$ cat src/hdl/actc_pkg.sv
// ---------------------------------------------------------------------------
// actc_pkg
// Shared types, constants and functions for the counter-mode cipher block:
// s-box table, round constants, register indexes and the job word.
// ---------------------------------------------------------------------------
package actc_pkg;

   localparam int KEY_W   = 128;
   localparam int HALF_W  = 64;
   localparam int LANE_W  = 32;
   localparam int CSR_IDX_W = 3;

   // register indexes
   typedef enum logic [CSR_IDX_W-1:0] {
      REG_KEY_HIGH      = 3'd0,
      REG_KEY_LOW       = 3'd1,
      REG_NONCE_HIGH    = 3'd2,
      REG_NONCE_MID     = 3'd3,
      REG_COUNTER_START = 3'd4,
      REG_CIPHER_MODE   = 3'd5
   } reg_idx_type;

   localparam logic MODE_XOR = 1'b0;
   localparam logic KIND_BLOCK = 1'b0;
   localparam logic KIND_SUM   = 1'b1;

   // one classified job handed from front to back
   typedef struct packed {
      logic [KEY_W-1:0]  ctr_block;
      logic [HALF_W-1:0] data_high;
      logic [HALF_W-1:0] data_low;
      logic              xor_mode;
      logic              emit_sum;
   } job_type;

   // back-end sequencer states
   typedef enum logic [1:0] {
      ST_IDLE  = 2'd0,
      ST_ROUND = 2'd1,
      ST_EMIT  = 2'd2,
      ST_SUMS  = 2'd3
   } back_state_type;

   // key expansion sequencer states
   typedef enum logic [0:0] {
      KS_IDLE = 1'b0,
      KS_RUN  = 1'b1
   } ks_state_type;

   function automatic logic [7:0] sbox(input logic [7:0] a);
      logic [7:0] r;
      unique case (a)
         8'h00: r=8'h63; 8'h01: r=8'h7C; 8'h02: r=8'h77; 8'h03: r=8'h7B;
         8'h04: r=8'hF2; 8'h05: r=8'h6B; 8'h06: r=8'h6F; 8'h07: r=8'hC5;
         8'h08: r=8'h30; 8'h09: r=8'h01; 8'h0A: r=8'h67; 8'h0B: r=8'h2B;
         8'h0C: r=8'hFE; 8'h0D: r=8'hD7; 8'h0E: r=8'hAB; 8'h0F: r=8'h76;
         8'h10: r=8'hCA; 8'h11: r=8'h82; 8'h12: r=8'hC9; 8'h13: r=8'h7D;
         8'h14: r=8'hFA; 8'h15: r=8'h59; 8'h16: r=8'h47; 8'h17: r=8'hF0;
         8'h18: r=8'hAD; 8'h19: r=8'hD4; 8'h1A: r=8'hA2; 8'h1B: r=8'hAF;
         8'h1C: r=8'h9C; 8'h1D: r=8'hA4; 8'h1E: r=8'h72; 8'h1F: r=8'hC0;
         8'h20: r=8'hB7; 8'h21: r=8'hFD; 8'h22: r=8'h93; 8'h23: r=8'h26;
         8'h24: r=8'h36; 8'h25: r=8'h3F; 8'h26: r=8'hF7; 8'h27: r=8'hCC;
         8'h28: r=8'h34; 8'h29: r=8'hA5; 8'h2A: r=8'hE5; 8'h2B: r=8'hF1;
         8'h2C: r=8'h71; 8'h2D: r=8'hD8; 8'h2E: r=8'h31; 8'h2F: r=8'h15;
         8'h30: r=8'h04; 8'h31: r=8'hC7; 8'h32: r=8'h23; 8'h33: r=8'hC3;
         8'h34: r=8'h18; 8'h35: r=8'h96; 8'h36: r=8'h05; 8'h37: r=8'h9A;
         8'h38: r=8'h07; 8'h39: r=8'h12; 8'h3A: r=8'h80; 8'h3B: r=8'hE2;
         8'h3C: r=8'hEB; 8'h3D: r=8'h27; 8'h3E: r=8'hB2; 8'h3F: r=8'h75;
         8'h40: r=8'h09; 8'h41: r=8'h83; 8'h42: r=8'h2C; 8'h43: r=8'h1A;
         8'h44: r=8'h1B; 8'h45: r=8'h6E; 8'h46: r=8'h5A; 8'h47: r=8'hA0;
         8'h48: r=8'h52; 8'h49: r=8'h3B; 8'h4A: r=8'hD6; 8'h4B: r=8'hB3;
         8'h4C: r=8'h29; 8'h4D: r=8'hE3; 8'h4E: r=8'h2F; 8'h4F: r=8'h84;
         8'h50: r=8'h53; 8'h51: r=8'hD1; 8'h52: r=8'h00; 8'h53: r=8'hED;
         8'h54: r=8'h20; 8'h55: r=8'hFC; 8'h56: r=8'hB1; 8'h57: r=8'h5B;
         8'h58: r=8'h6A; 8'h59: r=8'hCB; 8'h5A: r=8'hBE; 8'h5B: r=8'h39;
         8'h5C: r=8'h4A; 8'h5D: r=8'h4C; 8'h5E: r=8'h58; 8'h5F: r=8'hCF;
         8'h60: r=8'hD0; 8'h61: r=8'hEF; 8'h62: r=8'hAA; 8'h63: r=8'hFB;
         8'h64: r=8'h43; 8'h65: r=8'h4D; 8'h66: r=8'h33; 8'h67: r=8'h85;
         8'h68: r=8'h45; 8'h69: r=8'hF9; 8'h6A: r=8'h02; 8'h6B: r=8'h7F;
         8'h6C: r=8'h50; 8'h6D: r=8'h3C; 8'h6E: r=8'h9F; 8'h6F: r=8'hA8;
         8'h70: r=8'h51; 8'h71: r=8'hA3; 8'h72: r=8'h40; 8'h73: r=8'h8F;
         8'h74: r=8'h92; 8'h75: r=8'h9D; 8'h76: r=8'h38; 8'h77: r=8'hF5;
         8'h78: r=8'hBC; 8'h79: r=8'hB6; 8'h7A: r=8'hDA; 8'h7B: r=8'h21;
         8'h7C: r=8'h10; 8'h7D: r=8'hFF; 8'h7E: r=8'hF3; 8'h7F: r=8'hD2;
         8'h80: r=8'hCD; 8'h81: r=8'h0C; 8'h82: r=8'h13; 8'h83: r=8'hEC;
         8'h84: r=8'h5F; 8'h85: r=8'h97; 8'h86: r=8'h44; 8'h87: r=8'h17;
         8'h88: r=8'hC4; 8'h89: r=8'hA7; 8'h8A: r=8'h7E; 8'h8B: r=8'h3D;
         8'h8C: r=8'h64; 8'h8D: r=8'h5D; 8'h8E: r=8'h19; 8'h8F: r=8'h73;
         8'h90: r=8'h60; 8'h91: r=8'h81; 8'h92: r=8'h4F; 8'h93: r=8'hDC;
         8'h94: r=8'h22; 8'h95: r=8'h2A; 8'h96: r=8'h90; 8'h97: r=8'h88;
         8'h98: r=8'h46; 8'h99: r=8'hEE; 8'h9A: r=8'hB8; 8'h9B: r=8'h14;
         8'h9C: r=8'hDE; 8'h9D: r=8'h5E; 8'h9E: r=8'h0B; 8'h9F: r=8'hDB;
         8'hA0: r=8'hE0; 8'hA1: r=8'h32; 8'hA2: r=8'h3A; 8'hA3: r=8'h0A;
         8'hA4: r=8'h49; 8'hA5: r=8'h06; 8'hA6: r=8'h24; 8'hA7: r=8'h5C;
         8'hA8: r=8'hC2; 8'hA9: r=8'hD3; 8'hAA: r=8'hAC; 8'hAB: r=8'h62;
         8'hAC: r=8'h91; 8'hAD: r=8'h95; 8'hAE: r=8'hE4; 8'hAF: r=8'h79;
         8'hB0: r=8'hE7; 8'hB1: r=8'hC8; 8'hB2: r=8'h37; 8'hB3: r=8'h6D;
         8'hB4: r=8'h8D; 8'hB5: r=8'hD5; 8'hB6: r=8'h4E; 8'hB7: r=8'hA9;
         8'hB8: r=8'h6C; 8'hB9: r=8'h56; 8'hBA: r=8'hF4; 8'hBB: r=8'hEA;
         8'hBC: r=8'h65; 8'hBD: r=8'h7A; 8'hBE: r=8'hAE; 8'hBF: r=8'h08;
         8'hC0: r=8'hBA; 8'hC1: r=8'h78; 8'hC2: r=8'h25; 8'hC3: r=8'h2E;
         8'hC4: r=8'h1C; 8'hC5: r=8'hA6; 8'hC6: r=8'hB4; 8'hC7: r=8'hC6;
         8'hC8: r=8'hE8; 8'hC9: r=8'hDD; 8'hCA: r=8'h74; 8'hCB: r=8'h1F;
         8'hCC: r=8'h4B; 8'hCD: r=8'hBD; 8'hCE: r=8'h8B; 8'hCF: r=8'h8A;
         8'hD0: r=8'h70; 8'hD1: r=8'h3E; 8'hD2: r=8'hB5; 8'hD3: r=8'h66;
         8'hD4: r=8'h48; 8'hD5: r=8'h03; 8'hD6: r=8'hF6; 8'hD7: r=8'h0E;
         8'hD8: r=8'h61; 8'hD9: r=8'h35; 8'hDA: r=8'h57; 8'hDB: r=8'hB9;
         8'hDC: r=8'h86; 8'hDD: r=8'hC1; 8'hDE: r=8'h1D; 8'hDF: r=8'h9E;
         8'hE0: r=8'hE1; 8'hE1: r=8'hF8; 8'hE2: r=8'h98; 8'hE3: r=8'h11;
         8'hE4: r=8'h69; 8'hE5: r=8'hD9; 8'hE6: r=8'h8E; 8'hE7: r=8'h94;
         8'hE8: r=8'h9B; 8'hE9: r=8'h1E; 8'hEA: r=8'h87; 8'hEB: r=8'hE9;
         8'hEC: r=8'hCE; 8'hED: r=8'h55; 8'hEE: r=8'h28; 8'hEF: r=8'hDF;
         8'hF0: r=8'h8C; 8'hF1: r=8'hA1; 8'hF2: r=8'h89; 8'hF3: r=8'h0D;
         8'hF4: r=8'hBF; 8'hF5: r=8'hE6; 8'hF6: r=8'h42; 8'hF7: r=8'h68;
         8'hF8: r=8'h41; 8'hF9: r=8'h99; 8'hFA: r=8'h2D; 8'hFB: r=8'h0F;
         8'hFC: r=8'hB0; 8'hFD: r=8'h54; 8'hFE: r=8'hBB; 8'hFF: r=8'h16;
         default: r = 8'h00;
      endcase
      return r;
   endfunction

   // round constant for expansion step r (1..10)
   function automatic logic [7:0] rcon(input logic [3:0] r);
      logic [7:0] c;
      unique case (r)
         4'd1: c = 8'h01; 4'd2: c = 8'h02; 4'd3: c = 8'h04; 4'd4: c = 8'h08;
         4'd5: c = 8'h10; 4'd6: c = 8'h20; 4'd7: c = 8'h40; 4'd8: c = 8'h80;
         4'd9: c = 8'h1B; 4'd10: c = 8'h36;
         default: c = 8'h00;
      endcase
      return c;
   endfunction

   function automatic logic [7:0] xtime(input logic [7:0] a);
      return {a[6:0], 1'b0} ^ (a[7] ? 8'h1B : 8'h00);
   endfunction

   // byte i of a 128-bit state, byte 0 in the top bits
   function automatic logic [7:0] sbyte(input logic [KEY_W-1:0] s, input int i);
      return s[KEY_W-1-8*i -: 8];
   endfunction

   // next round key from the previous one
   function automatic logic [KEY_W-1:0] next_key(input logic [KEY_W-1:0] k,
                                                 input logic [3:0] r);
      logic [31:0] w0, w1, w2, w3, t;
      w0 = k[127:96]; w1 = k[95:64]; w2 = k[63:32]; w3 = k[31:0];
      t  = {sbox(w3[23:16]) ^ rcon(r), sbox(w3[15:8]), sbox(w3[7:0]),
            sbox(w3[31:24])};
      w0 = w0 ^ t; w1 = w1 ^ w0; w2 = w2 ^ w1; w3 = w3 ^ w2;
      return {w0, w1, w2, w3};
   endfunction

   // sub bytes, shift rows and optionally mix columns
   function automatic logic [KEY_W-1:0] aes_round(input logic [KEY_W-1:0] s,
                                                  input logic do_mix);
      logic [7:0] t [16];
      logic [7:0] a0, a1, a2, a3, al;
      logic [KEY_W-1:0] o;
      for (int c = 0; c < 4; c++) begin
         for (int r = 0; r < 4; r++) begin
            t[r+4*c] = sbox(sbyte(s, r + 4*((c+r)&3)));
         end
      end
      if (do_mix) begin
         for (int c = 0; c < 4; c++) begin
            a0 = t[4*c]; a1 = t[4*c+1]; a2 = t[4*c+2]; a3 = t[4*c+3];
            al = a0 ^ a1 ^ a2 ^ a3;
            t[4*c]   = a0 ^ al ^ xtime(a0 ^ a1);
            t[4*c+1] = a1 ^ al ^ xtime(a1 ^ a2);
            t[4*c+2] = a2 ^ al ^ xtime(a2 ^ a3);
            t[4*c+3] = a3 ^ al ^ xtime(a3 ^ a0);
         end
      end
      for (int i = 0; i < 16; i++) begin
         o[KEY_W-1-8*i -: 8] = t[i];
      end
      return o;
   endfunction

   // little-endian 32-bit word w of a 128-bit block
   function automatic logic [LANE_W-1:0] le_word(input logic [KEY_W-1:0] b,
                                                 input int w);
      return {sbyte(b, 4*w+3), sbyte(b, 4*w+2), sbyte(b, 4*w+1), sbyte(b, 4*w)};
   endfunction

endpackage

$ cat src/hdl/actc_front.sv
// ---------------------------------------------------------------------------
// actc_front
// Accepts blocks, builds the counter block, keeps the counter and queues
// jobs for the cipher engine in a short queue.
// ---------------------------------------------------------------------------
module actc_front #(
   parameter int QDEPTH = 2
) (
   input  logic                          clock,
   input  logic                          reset,
   input  logic                          req_push,
   output logic                          req_full,
   input  logic [63:0]                   req_data_high,
   input  logic [63:0]                   req_data_low,
   input  logic                          req_last_block,
   input  logic                          csr_we,
   input  logic [2:0]                    csr_index,
   input  logic [63:0]                   csr_wdata,
   input  logic                          hold,
   output logic                          job_valid,
   output actc_pkg::job_type             job,
   input  logic                          job_take
);
   import actc_pkg::*;

   localparam int PW = $clog2(QDEPTH);

   logic [63:0] nonce_high_ff;
   logic [31:0] nonce_mid_ff, counter_start_ff, counter_ff, counter_in;
   logic        mode_ff;
   job_type     q_ff [QDEPTH];
   logic [PW-1:0] wp_ff, rp_ff;
   logic [PW:0] cnt_ff;
   logic        accept;
   job_type     new_job;

   assign req_full  = (cnt_ff == (PW+1)'(QDEPTH)) || hold;
   assign accept    = req_push && !req_full;
   assign job_valid = cnt_ff != '0;
   assign job       = q_ff[rp_ff];

   // classify the incoming word
   always_comb begin
      new_job.ctr_block = {nonce_high_ff, nonce_mid_ff, counter_ff};
      new_job.data_high = req_data_high;
      new_job.data_low  = req_data_low;
      new_job.xor_mode  = mode_ff == MODE_XOR;
      new_job.emit_sum  = req_last_block;
   end

   // counter advance, restart on the last block, load on a counter-start write
   always_comb begin
      counter_in = counter_ff;
      if (accept) begin
         counter_in = req_last_block ? counter_start_ff : counter_ff + 32'd1;
      end
      if (csr_we && csr_index == REG_COUNTER_START) begin
         counter_in = csr_wdata[31:0];
      end
   end

   // configuration registers
   always_ff @(posedge clock) begin
      if (reset) begin
         nonce_high_ff    <= '0;
         nonce_mid_ff     <= '0;
         counter_start_ff <= '0;
         mode_ff          <= MODE_XOR;
      end else if (csr_we) begin
         unique case (csr_index)
            REG_NONCE_HIGH:    nonce_high_ff    <= csr_wdata;
            REG_NONCE_MID:     nonce_mid_ff     <= csr_wdata[31:0];
            REG_COUNTER_START: counter_start_ff <= csr_wdata[31:0];
            REG_CIPHER_MODE:   mode_ff          <= csr_wdata[0];
            default: ;
         endcase
      end
   end

   // counter and job queue
   always_ff @(posedge clock) begin
      if (reset) begin
         counter_ff <= '0;
         wp_ff      <= '0;
         rp_ff      <= '0;
         cnt_ff     <= '0;
      end else begin
         counter_ff <= counter_in;
         if (accept) begin
            wp_ff <= (wp_ff == PW'(QDEPTH-1)) ? '0 : wp_ff + 1'b1;
         end
         if (job_take) begin
            rp_ff <= (rp_ff == PW'(QDEPTH-1)) ? '0 : rp_ff + 1'b1;
         end
         cnt_ff <= cnt_ff + (PW+1)'(accept) - (PW+1)'(job_take);
      end
   end

   always_ff @(posedge clock) begin
      if (accept) begin
         q_ff[wp_ff] <= new_job;
      end
   end

   a_no_overflow: assert property (@(posedge clock) disable iff (reset)
      cnt_ff <= (PW+1)'(QDEPTH)) else $error("job queue overflow");
   a_take_valid: assert property (@(posedge clock) disable iff (reset)
      job_take |-> job_valid) else $error("take from empty job queue");
   a_count_up: assert property (@(posedge clock) disable iff (reset)
      accept && !job_take |=> cnt_ff == $past(cnt_ff) + 1'b1)
      else $error("job count did not advance");
endmodule

$ cat config.mk
export PLATFORM = sky130hd
export DESIGN_NAME = actc_front
export DESIGN_NICKNAME = d
export VERILOG_FILES = /design/src/hdl/actc_pkg.sv /design/src/hdl/actc_front.sv
export SDC_FILE = /design/constraint.sdc
export NUM_CORES = 1
export LEC_CHECK = 0
export BUFFER_PORTS_ARGS = -buffer_cell sky130_fd_sc_hd__buf_2
export CAP_MARGIN = 20
export CORE_UTILIZATION = 56
export DETAILED_ROUTE_END_ITERATION = 16
export PLACE_DENSITY = 0.83
export SYNTH_ARGS = -nofsm -noshare
export SYNTH_HDL_FRONTEND = slang
export SYNTH_SLANG_ARGS = --single-unit
export TNS_END_PERCENT = 5
$ cat constraint.sdc
create_clock -name clock -period 19.25 [get_ports clock]
set_input_delay 2.8875 -clock clock [delete_from_list [all_inputs] [get_ports clock]]
set_output_delay 2.8875 -clock clock [all_outputs]
set_load 0.01 [all_outputs]
==> run summary, run 1 <==
outcome = finished, final reports clean
Syn Inst Count = 1718
Crit. End Element = output port
buffer levels on the longest clock path = 3
average wire per cell in the routed design = 21.6 µm
largest incremental delay on the critical path = 0.13 ns
largest clock skew in the final design = 0.0283 ns
critical path start-end classification = in -> out
Row Count = 78
Cell Count, Final, Fillers Out = 2833
number of buffers added by the clock tree synthesis step = 68
GR Util All Layers = 25.6%
dominant cell type by count on the critical path = sky130_fd_sc_hd__buf_2
drt drc = 0
number of port buffers = 461
power density over cell area = 108 nW/µm²
part of the Yosys area used for sequential elements = 73.2%
number of antenna violations at the first check in global routing = 12
mean number of vias per cell = 5.67
leading cell types by total area after synthesis = sky130_fd_sc_hd__edfxtp_1, sky130_fd_sc_hd__dfxtp_1, sky130_fd_sc_hd__mux2_2
area added between synthesis and finish = 19.7%
Mean Syn Cell Area = 15.0 µm²
core region area = 45300 µm²
CTS tree = done
remaining max-slew budget at the tightest pin = 10.3%
number of hold buffers added after cts = 0
number of gates given a new drive strength after cts = 0
count of boundary I/O pins = 462
critical-path cell with the highest stage delay = sky130_fd_sc_hd__nand2b_1
synth warn = 0
hold_ws = 0.442 ns
cells on worst reg2reg path = 6
H-tree depth = 3
kind of cell adding the most delay to the critical path = buffers and inverters
worst-skew pair later-pin latency = 0.59 ns
Final Slew Violations = 0
fraction of layout cells with a size suffix above 1 = 38.7%
Worst Setup Start Kind = input port
Cell Chain, Critical Path = buf_2, nand2b_1, buf_2
RSZ-0062 raised after global routing = false
total wirelength of the detailed-routed design = 61.1 mm
Vert. Die Dim = 216 µm
Worst Tran Pin Value = 1.34 ns
cell taking the most area after synthesis = sky130_fd_sc_hd__edfxtp_1
classification of the worst-slack hold path = reg -> reg
Setup TNS = 0 ns
synthesized net count = 1923
Post-Route Utilization = 67.9%
CTS Sinks = 682
achievable clock frequency = 162 MHz
antenna-violating nets left = 0
final period utilization = 32.0%
Yosys top cell area share = 60.3%
most frequently used flop master after synthesis = sky130_fd_sc_hd__edfxtp_1
vias in the first global route = 15.8k
clock edge transition at the registers on the reported setup and hold paths = 0.06 ns
placed instance count = 2696
Leak Pwr = 10.9 nW
proportion of register bits with asynchronous set or reset after synthesis = 0%
worst-case register-to-register setup slack = 15.55 ns
setup fix buffers added after clock tree synthesis = 0
Die Footprint = 46700 µm²
max-cap violation count = 0
residual overflow from global routing = 0
launch instance of the worst register-to-register path = cnt_ff[0]$_SDFF_PP0_
EDFF count, synth = 516
initial core utilization = 56.7%
number of register bits inferred by synthesis = 682
number of hold violations in the final report = 0
DRC marker count from the first detailed-route iteration = 1680
Root Buffer = sky130_fd_sc_hd__clkbuf_16
pin count of the biggest net entering global routing = 196
weighted congestion reported at the end of routability-driven placement = 0.851
fin crit period = 6.15 ns
count of unique library cells instantiated by Yosys = 67
end of the worst register-to-register path = q_ff[0][169]$_DFFE_PP_
required time at the endpoint of the critical path = 16.36 ns
die extent in x = 216 µm
largest voltage drop on the vdd net = 0.0782 mV
iteration count of the initial detailed-routing pass = 5
critical path startpoint = hold
arrival time of data at the critical path endpoint = 3.27 ns
critical-path maximum fanout = 2
count of buffer and inverter cells on the critical path = 2
net count reported at finish = 2371
area of the mapped netlist = 25700 µm²
overall power after layout = 3.33 mW
via count = 16.1k
hpwl dp = 38.5 mm
wire length of the first global-routing pass = 91.1 mm
final-report setup violation count = 0
number of cells on the critical path = 3
last element of the critical path = req_full
## worst reg2reg max path, cell delays in order (launching register included)
cell	delay, ns
sky130_fd_sc_hd__dfxtp_1	0.34
sky130_fd_sc_hd__nand2b_2	0.19
sky130_fd_sc_hd__and2_1	0.14
sky130_fd_sc_hd__buf_4	0.38
sky130_fd_sc_hd__inv_1	0.58
sky130_fd_sc_hd__nor2_4	0.68
sky130_fd_sc_hd__buf_12	0.67
## per-stage QoR
step | cell area (µm²) | setup WS [ns]
5_1_grt | 30700 | 13.05
6_report | 30700 | 13.10
3_3_place_gp | 28500 | 13.09
2_1_floorplan | 25700 | 4.01
3_5_place_dp | 28500 | 12.99
4_1_cts | 30700 | 13.09
## metal layers
layer / routed length, µm / up-vias / part of all wire (%) / track usage, %
met5: 33 / - / 0.054 / 0
met2: 30700 / 728 / 50 / 43.3
met4: 1980 / 4 / 3.2 / 10.6
li1: - / 7294 / - / -
met1: 22800 / 7918 / 37 / 30.9
met3: 5580 / 121 / 9.1 / 6.89
## cell families after synthesis
family | after synthesis | synth area share [%]
AO/OA/AOI/OAI | 232 | 5.34
XOR/XNOR | 10 | 0.341
adder cells (fa/ha/maj) | 3 | 0.146
buffers and inverters | 111 | 1.90
flip-flops | 682 | 73.2
multiplexers | 271 | 11.8
AND/OR/NAND/NOR | 409 | 7.18
## synth_stat cells, types with 5 or more instances
master,count
sky130_fd_sc_hd__xnor2_1,6
sky130_fd_sc_hd__nand4_1,12
sky130_fd_sc_hd__a31oi_1,7
sky130_fd_sc_hd__nor2_1,33
sky130_fd_sc_hd__or4_1,5
sky130_fd_sc_hd__o22ai_1,6
sky130_fd_sc_hd__edfxtp_1,516
sky130_fd_sc_hd__and3_1,7
sky130_fd_sc_hd__buf_6,8
sky130_fd_sc_hd__nand2_1,284
sky130_fd_sc_hd__nand2b_1,6
sky130_fd_sc_hd__nand3b_1,6
sky130_fd_sc_hd__buf_2,6
sky130_fd_sc_hd__dfxtp_1,166
sky130_fd_sc_hd__o21ai_0,7
sky130_fd_sc_hd__mux2_2,263
sky130_fd_sc_hd__buf_1,5
sky130_fd_sc_hd__nor2b_1,5
sky130_fd_sc_hd__clkbuf_1,77
sky130_fd_sc_hd__nand3_1,14
sky130_fd_sc_hd__a211oi_1,5
sky130_fd_sc_hd__inv_1,13
sky130_fd_sc_hd__o211ai_1,11
sky130_fd_sc_hd__a21oi_1,152
sky130_fd_sc_hd__nor3_1,8
sky130_fd_sc_hd__nor3b_1,7
sky130_fd_sc_hd__mux2i_1,7
## flip-flops by register name (all words and copies together), names as in the netlist, named ones only
register,cells
nonce_high_ff,64
cnt_ff,2
counter_ff,32
mode_ff,1
rp_ff,1
nonce_mid_ff,32
wp_ff,1
q_ff,516
counter_start_ff,32
## how the worst min path moves through the flow
| stage | startpoint | to | slack [ns] | cells past startpoint |
|---|---|---|---|---|
| 2_1_floorplan | counter_ff[12]$_SDFFE_PP0P_ | q_ff[0][142]$_DFFE_PP_ | 0.42 | 0 |
| 3_3_place_gp | nonce_high_ff[51]$_SDFFE_PP0P_ | q_ff[1][245]$_DFFE_PP_ | 0.43 | 0 |
| 3_5_place_dp | nonce_high_ff[27]$_SDFFE_PP0P_ | q_ff[1][221]$_DFFE_PP_ | 0.44 | 0 |
| 4_1_cts | nonce_high_ff[27]$_SDFFE_PP0P_ | q_ff[0][221]$_DFFE_PP_ | 0.45 | 0 |
| 5_1_grt | nonce_high_ff[27]$_SDFFE_PP0P_ | q_ff[0][221]$_DFFE_PP_ | 0.46 | 0 |
| 6_report | nonce_high_ff[30]$_SDFFE_PP0P_ | q_ff[0][224]$_DFFE_PP_ | 0.44 | 0 |
## cells in the final DEF, fill, tap and decap left out, drive strengths merged, types with 14 or more instances in the layout
| cell type | synthesis | layout |
|---|---|---|
| a21oi | 152 | 152 |
| clkinv | 0 | 21 |
| nand2 | 284 | 284 |
| nand4 | 14 | 14 |
| dfxtp | 166 | 166 |
| mux2 | 264 | 264 |
| nor2 | 33 | 33 |
| clkbuf | 78 | 93 |
| nand3 | 14 | 14 |
| buf | 20 | 476 |
| inv | 13 | 16 |
| edfxtp | 516 | 516 |
## power breakdown
part | internal (mW) | leakage (nW) | switching (mW)
clock | 0.766 | 1.09 | 0.545
sequential | 1.66 | 6.05 | 0.0322
combinational | 0.136 | 3.77 | 0.190
total | 2.56 | 10.9 | 0.766
## cell type report
| class | count | area [µm²] |
|---|---|---|
| multi-input combinational | 925 | 6400 |
| clock inverter | 33 | 337 |
| fill | 3017 | 14500 |
| inverter | 13 | 48.8 |
| tap | 600 | 751 |
| sequential | 682 | 18800 |
| timing repair buffer | 476 | 2460 |
| antenna | 11 | 27.5 |
| clock buffer | 93 | 1900 |
(Power assumes the default switching activity.)
==> run 2, diff against run 1 <==
- clock period: 19.25 -> 5.7 ns (I/O delays scaled with it)
==> run 2 against run 1 <==
Cell count about the same. First-iteration DRC count down 7.7%. Cell area about the same. Register-to-register slack lost 13 ns. Critical path depth unchanged. Highest routed layer unchanged.
==> run summary, run 2 (same netlist as run 1, synthesis figures left out) <==
worst-case register-to-register setup slack = 2.77 ns
Leak Pwr = 10.9 nW
final period utilization = 60.4%
launch instance of the worst register-to-register path = cnt_ff[0]$_SDFF_PP0_
residual overflow from global routing = 0
count of boundary I/O pins = 462
GR Util All Layers = 25.8%
die extent in x = 216 µm
overall power after layout = 11.2 mW
Post-Route Utilization = 67.9%
hpwl dp = 39.7 mm
count of filler cells inserted in the layout = 3056
kind of cell adding the most delay to the critical path = flip-flops
end of the worst register-to-register path = q_ff[0][180]$_DFFE_PP_
iteration count of the initial detailed-routing pass = 5
net count reported at finish = 2376
CTS tree = done
internal cell power = 8.59 mW
Cell Chain, Critical Path = buf_12, mux2_2, buf_2
area added between synthesis and finish = 19.7%
fraction of layout cells with a size suffix above 1 = 38.7%
number of port buffers = 461
largest incremental delay on the critical path = 0.77 ns
Worst Setup Start Kind = flop
setup slack after layout = 2.26 ns
pin count of the biggest net entering global routing = 113
total wirelength of the detailed-routed design = 61.7 mm
setup fix buffers added after clock tree synthesis = 0
final-report setup violation count = 0
worst-skew pair later-pin latency = 0.58 ns
Multi-input gate area = 6410 µm²
clock edge transition at the registers on the reported setup and hold paths = 0.06 ns
number of hold buffers added after cts = 0
classification of the worst-slack hold path = reg -> reg
leading cell type in the layout, fill and taps excluded = sky130_fd_sc_hd__edfxtp_1
part of the total power dissipated in sequential elements = 51.2%
critical-path cell with the highest stage delay = sky130_fd_sc_hd__dfxtp_4
buffer levels on the longest clock path = 3
Switching Power = 2.57 mW
max reg flops = 516
outcome = finished, final reports clean
vias in the first global route = 15.9k
Row Count = 78
number of gates given a new drive strength after cts = 0
arrival time of data at the critical path endpoint = 2.59 ns
hold path startpoint = counter_start_ff[15]$_SDFFE_PP0P_
most frequent cells in the layout = sky130_fd_sc_hd__edfxtp_1, sky130_fd_sc_hd__buf_2, sky130_fd_sc_hd__nand2_1, sky130_fd_sc_hd__mux2_2, sky130_fd_sc_hd__dfxtp_1
cells on worst reg2reg path = 5
critical path start-end classification = reg -> out
part of the total power dissipated in combinational logic = 10.0%
Register Area = 18800 µm²
Crit. End Element = output port
H-tree depth = 3
wire length of the first global-routing pass = 91.4 mm
Vert. Die Dim = 216 µm
Root Buffer = sky130_fd_sc_hd__clkbuf_16
CTS Sinks = 682
leading registers by flop count = q_ff x516, nonce_high_ff x64
drt drc = 0
max-cap violation count = 0
initial core utilization = 56.7%
relative contribution of the clock network to total power = 38.8%
largest voltage drop on the vdd net = 0.262 mV
average wire per cell in the routed design = 21.8 µm
switching part of the total power = 23.0%
Die Footprint = 46700 µm²
remaining max-slew budget at the tightest pin = 31.9%
Hold Path Sink = counter_start_ff[15]$_SDFFE_PP0P_
DRC marker count from the first detailed-route iteration = 1551
Post-Place Setup Slack = 2.12 ns
weighted congestion reported at the end of routability-driven placement = 0.863
count of buffer and inverter cells on the critical path = 2
power density over cell area = 363 nW/µm²
RSZ-0062 raised after global routing = false
via count = 16.1k
Final Slew Violations = 0
count of cells along the worst hold path = 2
antenna-violating nets left = 0
largest clock skew in the final design = 0.0176 ns
Worst Tran Pin Value = 1.02 ns
core region area = 45300 µm²
mean number of vias per cell = 5.67
number of hold violations in the final report = 0
number of antenna violations at the first check in global routing = 11
critical-path maximum fanout = 108
number of buffers added by the clock tree synthesis step = 69
fin crit period = 3.44 ns
required time at the endpoint of the critical path = 4.85 ns
largest register by flop count = q_ff
achievable clock frequency = 291 MHz
[run 2: worst max-delay path by stage]
stage                        endpoint  depth (start not counted)  startpoint
3_5_place_dp   q_ff[0][218]$_DFFE_PP_                          6        hold
5_1_grt                      job[161]                          3        flop
6_report                     job[161]                          3        flop
3_3_place_gp   q_ff[0][218]$_DFFE_PP_                          6        hold
4_1_cts                      job[161]                          3        flop
2_1_floorplan    q_ff[0][0]$_DFFE_PP_                          7    req_push
[run 2: metal layers]
metal,share of wire (%),up-vias,track usage (%),wire [µm]
met2,50,749,43.5,31100
li1,-,7299,-,-
met5,0.050,-,0,31
met1,36,7888,30.8,22200
met4,4.1,4,11.8,2510
met3,9.6,139,7.16,5910
[run 2: power groups by stage]
| stage | clock network [mW] | registers [mW] | logic [mW] |
|---|---|---|---|
| final | 4.33 | 5.71 | 1.12 |
| after global placement | 0 | 5.79 | 1.10 |
| after CTS | 4.40 | 5.71 | 1.13 |
| after global routing | 4.60 | 5.73 | 1.19 |
| after detailed placement | 0 | 5.81 | 1.11 |
| after floorplan | 0 | 5.80 | 0.652 |
[run 2: cell type report]
| type | instances | share of cell area [%] |
|---|---|---|
| tap | 600 | 2.44 |
| timing repair buffer | 480 | 8.22 |
| inverter | 13 | 0.167 |
| antenna | 9 | 0.0732 |
| clock buffer | 94 | 6.25 |
| sequential | 682 | 61.2 |
| multi-input combinational | 925 | 20.8 |
| clock inverter | 32 | 0.858 |
[run 2: worst min-delay path: stages, from the launching register on]
cell	delay (ns)
sky130_fd_sc_hd__dfxtp_1	0.30
sky130_fd_sc_hd__nand2_1	0.05
sky130_fd_sc_hd__a21oi_1	0.05
[run 2: stage by stage]
stage / instance area (µm²) / TNS [ns] / hold WS (ns) / std cells
global placement: 28600 / 0 / 0.429 / 2700
global route: 30800 / 0 / 0.437 / 2833
floorplan: 25700 / -19.96 / 0.425 / 1718
finish: 30800 / 0 / 0.449 / 2835
detailed placement: 28600 / 0 / 0.436 / 2700
CTS: 30700 / 0 / 0.434 / 2826
==> run 3, diff against run 2 <==
- clock period: 5.7 -> 3.25 ns (I/O delays scaled with it)
==> run 3 against run 2 <==
Critical endpoint is now job[228]. Combinational power grew 79%. Critical path type unchanged. Sequential share of layout area down 0.47 points. Via count up 0.96%. Global-route usage increased by 0.42 points. Sequential power is 75% higher. Power up 78%.
==> run summary, run 3 (same netlist as run 1, synthesis figures left out) <==
outcome = finished, final reports clean
critical-path maximum fanout = 33
leading cell type in the layout, fill and taps excluded = sky130_fd_sc_hd__edfxtp_1
kind of cell adding the most delay to the critical path = buffers and inverters
DRC marker count from the first detailed-route iteration = 1364
net count reported at finish = 2390
pin count of the biggest net entering global routing = 103
leading registers by flop count = q_ff x516, nonce_high_ff x64
die extent in x = 216 µm
achievable clock frequency = 364 MHz
largest clock skew in the final design = 0.0192 ns
critical path start-end classification = reg -> out
count of buffer and inverter cells on the critical path = 2
via count = 16.2k
H-tree depth = 3
Post-Place Setup Slack = 0.917 ns
GR Util All Layers = 26.2%
RSZ-0062 raised after global routing = false
power density over cell area = 640 nW/µm²
weighted congestion reported at the end of routability-driven placement = 0.893
fin crit period = 2.75 ns
area added between synthesis and finish = 20.7%
count of boundary I/O pins = 462
total wirelength of the detailed-routed design = 62.6 mm
largest incremental delay on the critical path = 0.60 ns
average wire per cell in the routed design = 22.0 µm
number of hold violations in the final report = 0
max-cap violation count = 0
largest voltage drop on the vdd net = 0.610 mV
CTS Sinks = 682
number of hold buffers added after cts = 0
Crit. End Element = output port
clock edge transition at the registers on the reported setup and hold paths = 0.06 ns
number of gates given a new drive strength after cts = 0
worst-skew pair later-pin latency = 0.60 ns
hpwl dp = 40.8 mm
largest register by flop count = q_ff
Cell Count, Final, Fillers Out = 2850
most frequent cells in the layout = sky130_fd_sc_hd__edfxtp_1, sky130_fd_sc_hd__buf_2, sky130_fd_sc_hd__nand2_1, sky130_fd_sc_hd__mux2_2, sky130_fd_sc_hd__dfxtp_1
setup fix buffers added after clock tree synthesis = 0
classification of the worst-slack hold path = in -> reg
max reg flops = 516
final-report setup violation count = 0
remaining max-slew budget at the tightest pin = 43.6%
Leak Pwr = 11.0 nW
CTS tree = done
Worst Setup Start Kind = flop
Final Slew Violations = 0
Row Count = 78
fraction of layout cells with a size suffix above 1 = 39.1%
Vert. Die Dim = 216 µm
core region area = 45300 µm²
iteration count of the initial detailed-routing pass = 8
antenna-violating nets left = 0
mean number of vias per cell = 5.70
number of buffers added by the clock tree synthesis step = 68
Setup TNS = 0 ns
number of antenna violations at the first check in global routing = 11
placed instance count = 2715
hold_ws = 0.0753 ns
Root Buffer = sky130_fd_sc_hd__clkbuf_16
buffer levels on the longest clock path = 3
drt drc = 0
setup slack after layout = 0.500 ns
required time at the endpoint of the critical path = 2.76 ns
vias in the first global route = 16.2k
Cell Chain, Critical Path = buf_4, mux2_2, buf_2
initial core utilization = 56.7%
count of filler cells inserted in the layout = 3004
Worst Tran Pin Value = 0.847 ns
arrival time of data at the critical path endpoint = 2.26 ns
wire length of the first global-routing pass = 92.6 mm
critical-path cell with the highest stage delay = sky130_fd_sc_hd__dfxtp_4
residual overflow from global routing = 0
Die Footprint = 46700 µm²
number of port buffers = 461
final period utilization = 84.6%
[run 3: area by class of cell]
class / count / area (µm²) / area share (%)
diodes: 9 / 22.5 / 0.0726
clock buffers: 100 / 1970 / 6.34
clock inverters: 26 / 284 / 0.916
inverters: 13 / 51.3 / 0.165
multi-input cells: 925 / 6410 / 20.7
flip-flops and latches: 682 / 18800 / 60.7
well taps: 600 / 751 / 2.42
repair buffers: 495 / 2700 / 8.72
[run 3: routing by layer]
| layer | vias to the layer above | routed length [µm] | part of all wire [%] | global-route usage [%] |
|---|---|---|---|---|
| met5 | - | 26 | 0.042 | 0 |
| met4 | 4 | 2650 | 4.2 | 12.5 |
| met3 | 154 | 6060 | 9.7 | 7.38 |
| li1 | 7322 | - | - | - |
| met2 | 799 | 31300 | 50 | 44.5 |
| met1 | 7955 | 22600 | 36 | 30.8 |
[run 3: power breakdown]
part | switching [mW] | leakage (nW) | internal (mW)
logic | 1.17 | 3.89 | 0.841
clock network | 3.21 | 1.09 | 4.63
registers | 0.176 | 6.05 | 9.84
[run 3: worst paths after layout]
| path | start | to | slack (ns) | cells after the start |
|---|---|---|---|---|
| worst min register to register | nonce_mid_ff[29]$_SDFFE_PP0P_ | q_ff[1][191]$_DFFE_PP_ | 0.45 | 0 |
| worst min-delay path | req_data_low[7] | q_ff[0][9]$_DFFE_PP_ | 0.08 | 1 |
| worst max register to register | counter_ff[0]$_SDFFE_PP0P_ | counter_ff[16]$_SDFFE_PP0P_ | 0.98 | 6 |
| worst max-delay path | flop | job[228] | 0.50 | 3 |
[run 3: stage by stage]
step / cell area, µm² / utilization [%] / total power, mW
6_report: 31000 / 68.5 / 19.9
5_1_grt: 31000 / 68.5 / 20.5
3_5_place_dp: 28700 / 63.5 / 12.2
4_1_cts: 31000 / 68.4 / 20.0
3_3_place_gp: 28700 / 63.5 / 12.1
2_1_floorplan: 25700 / - / 11.3
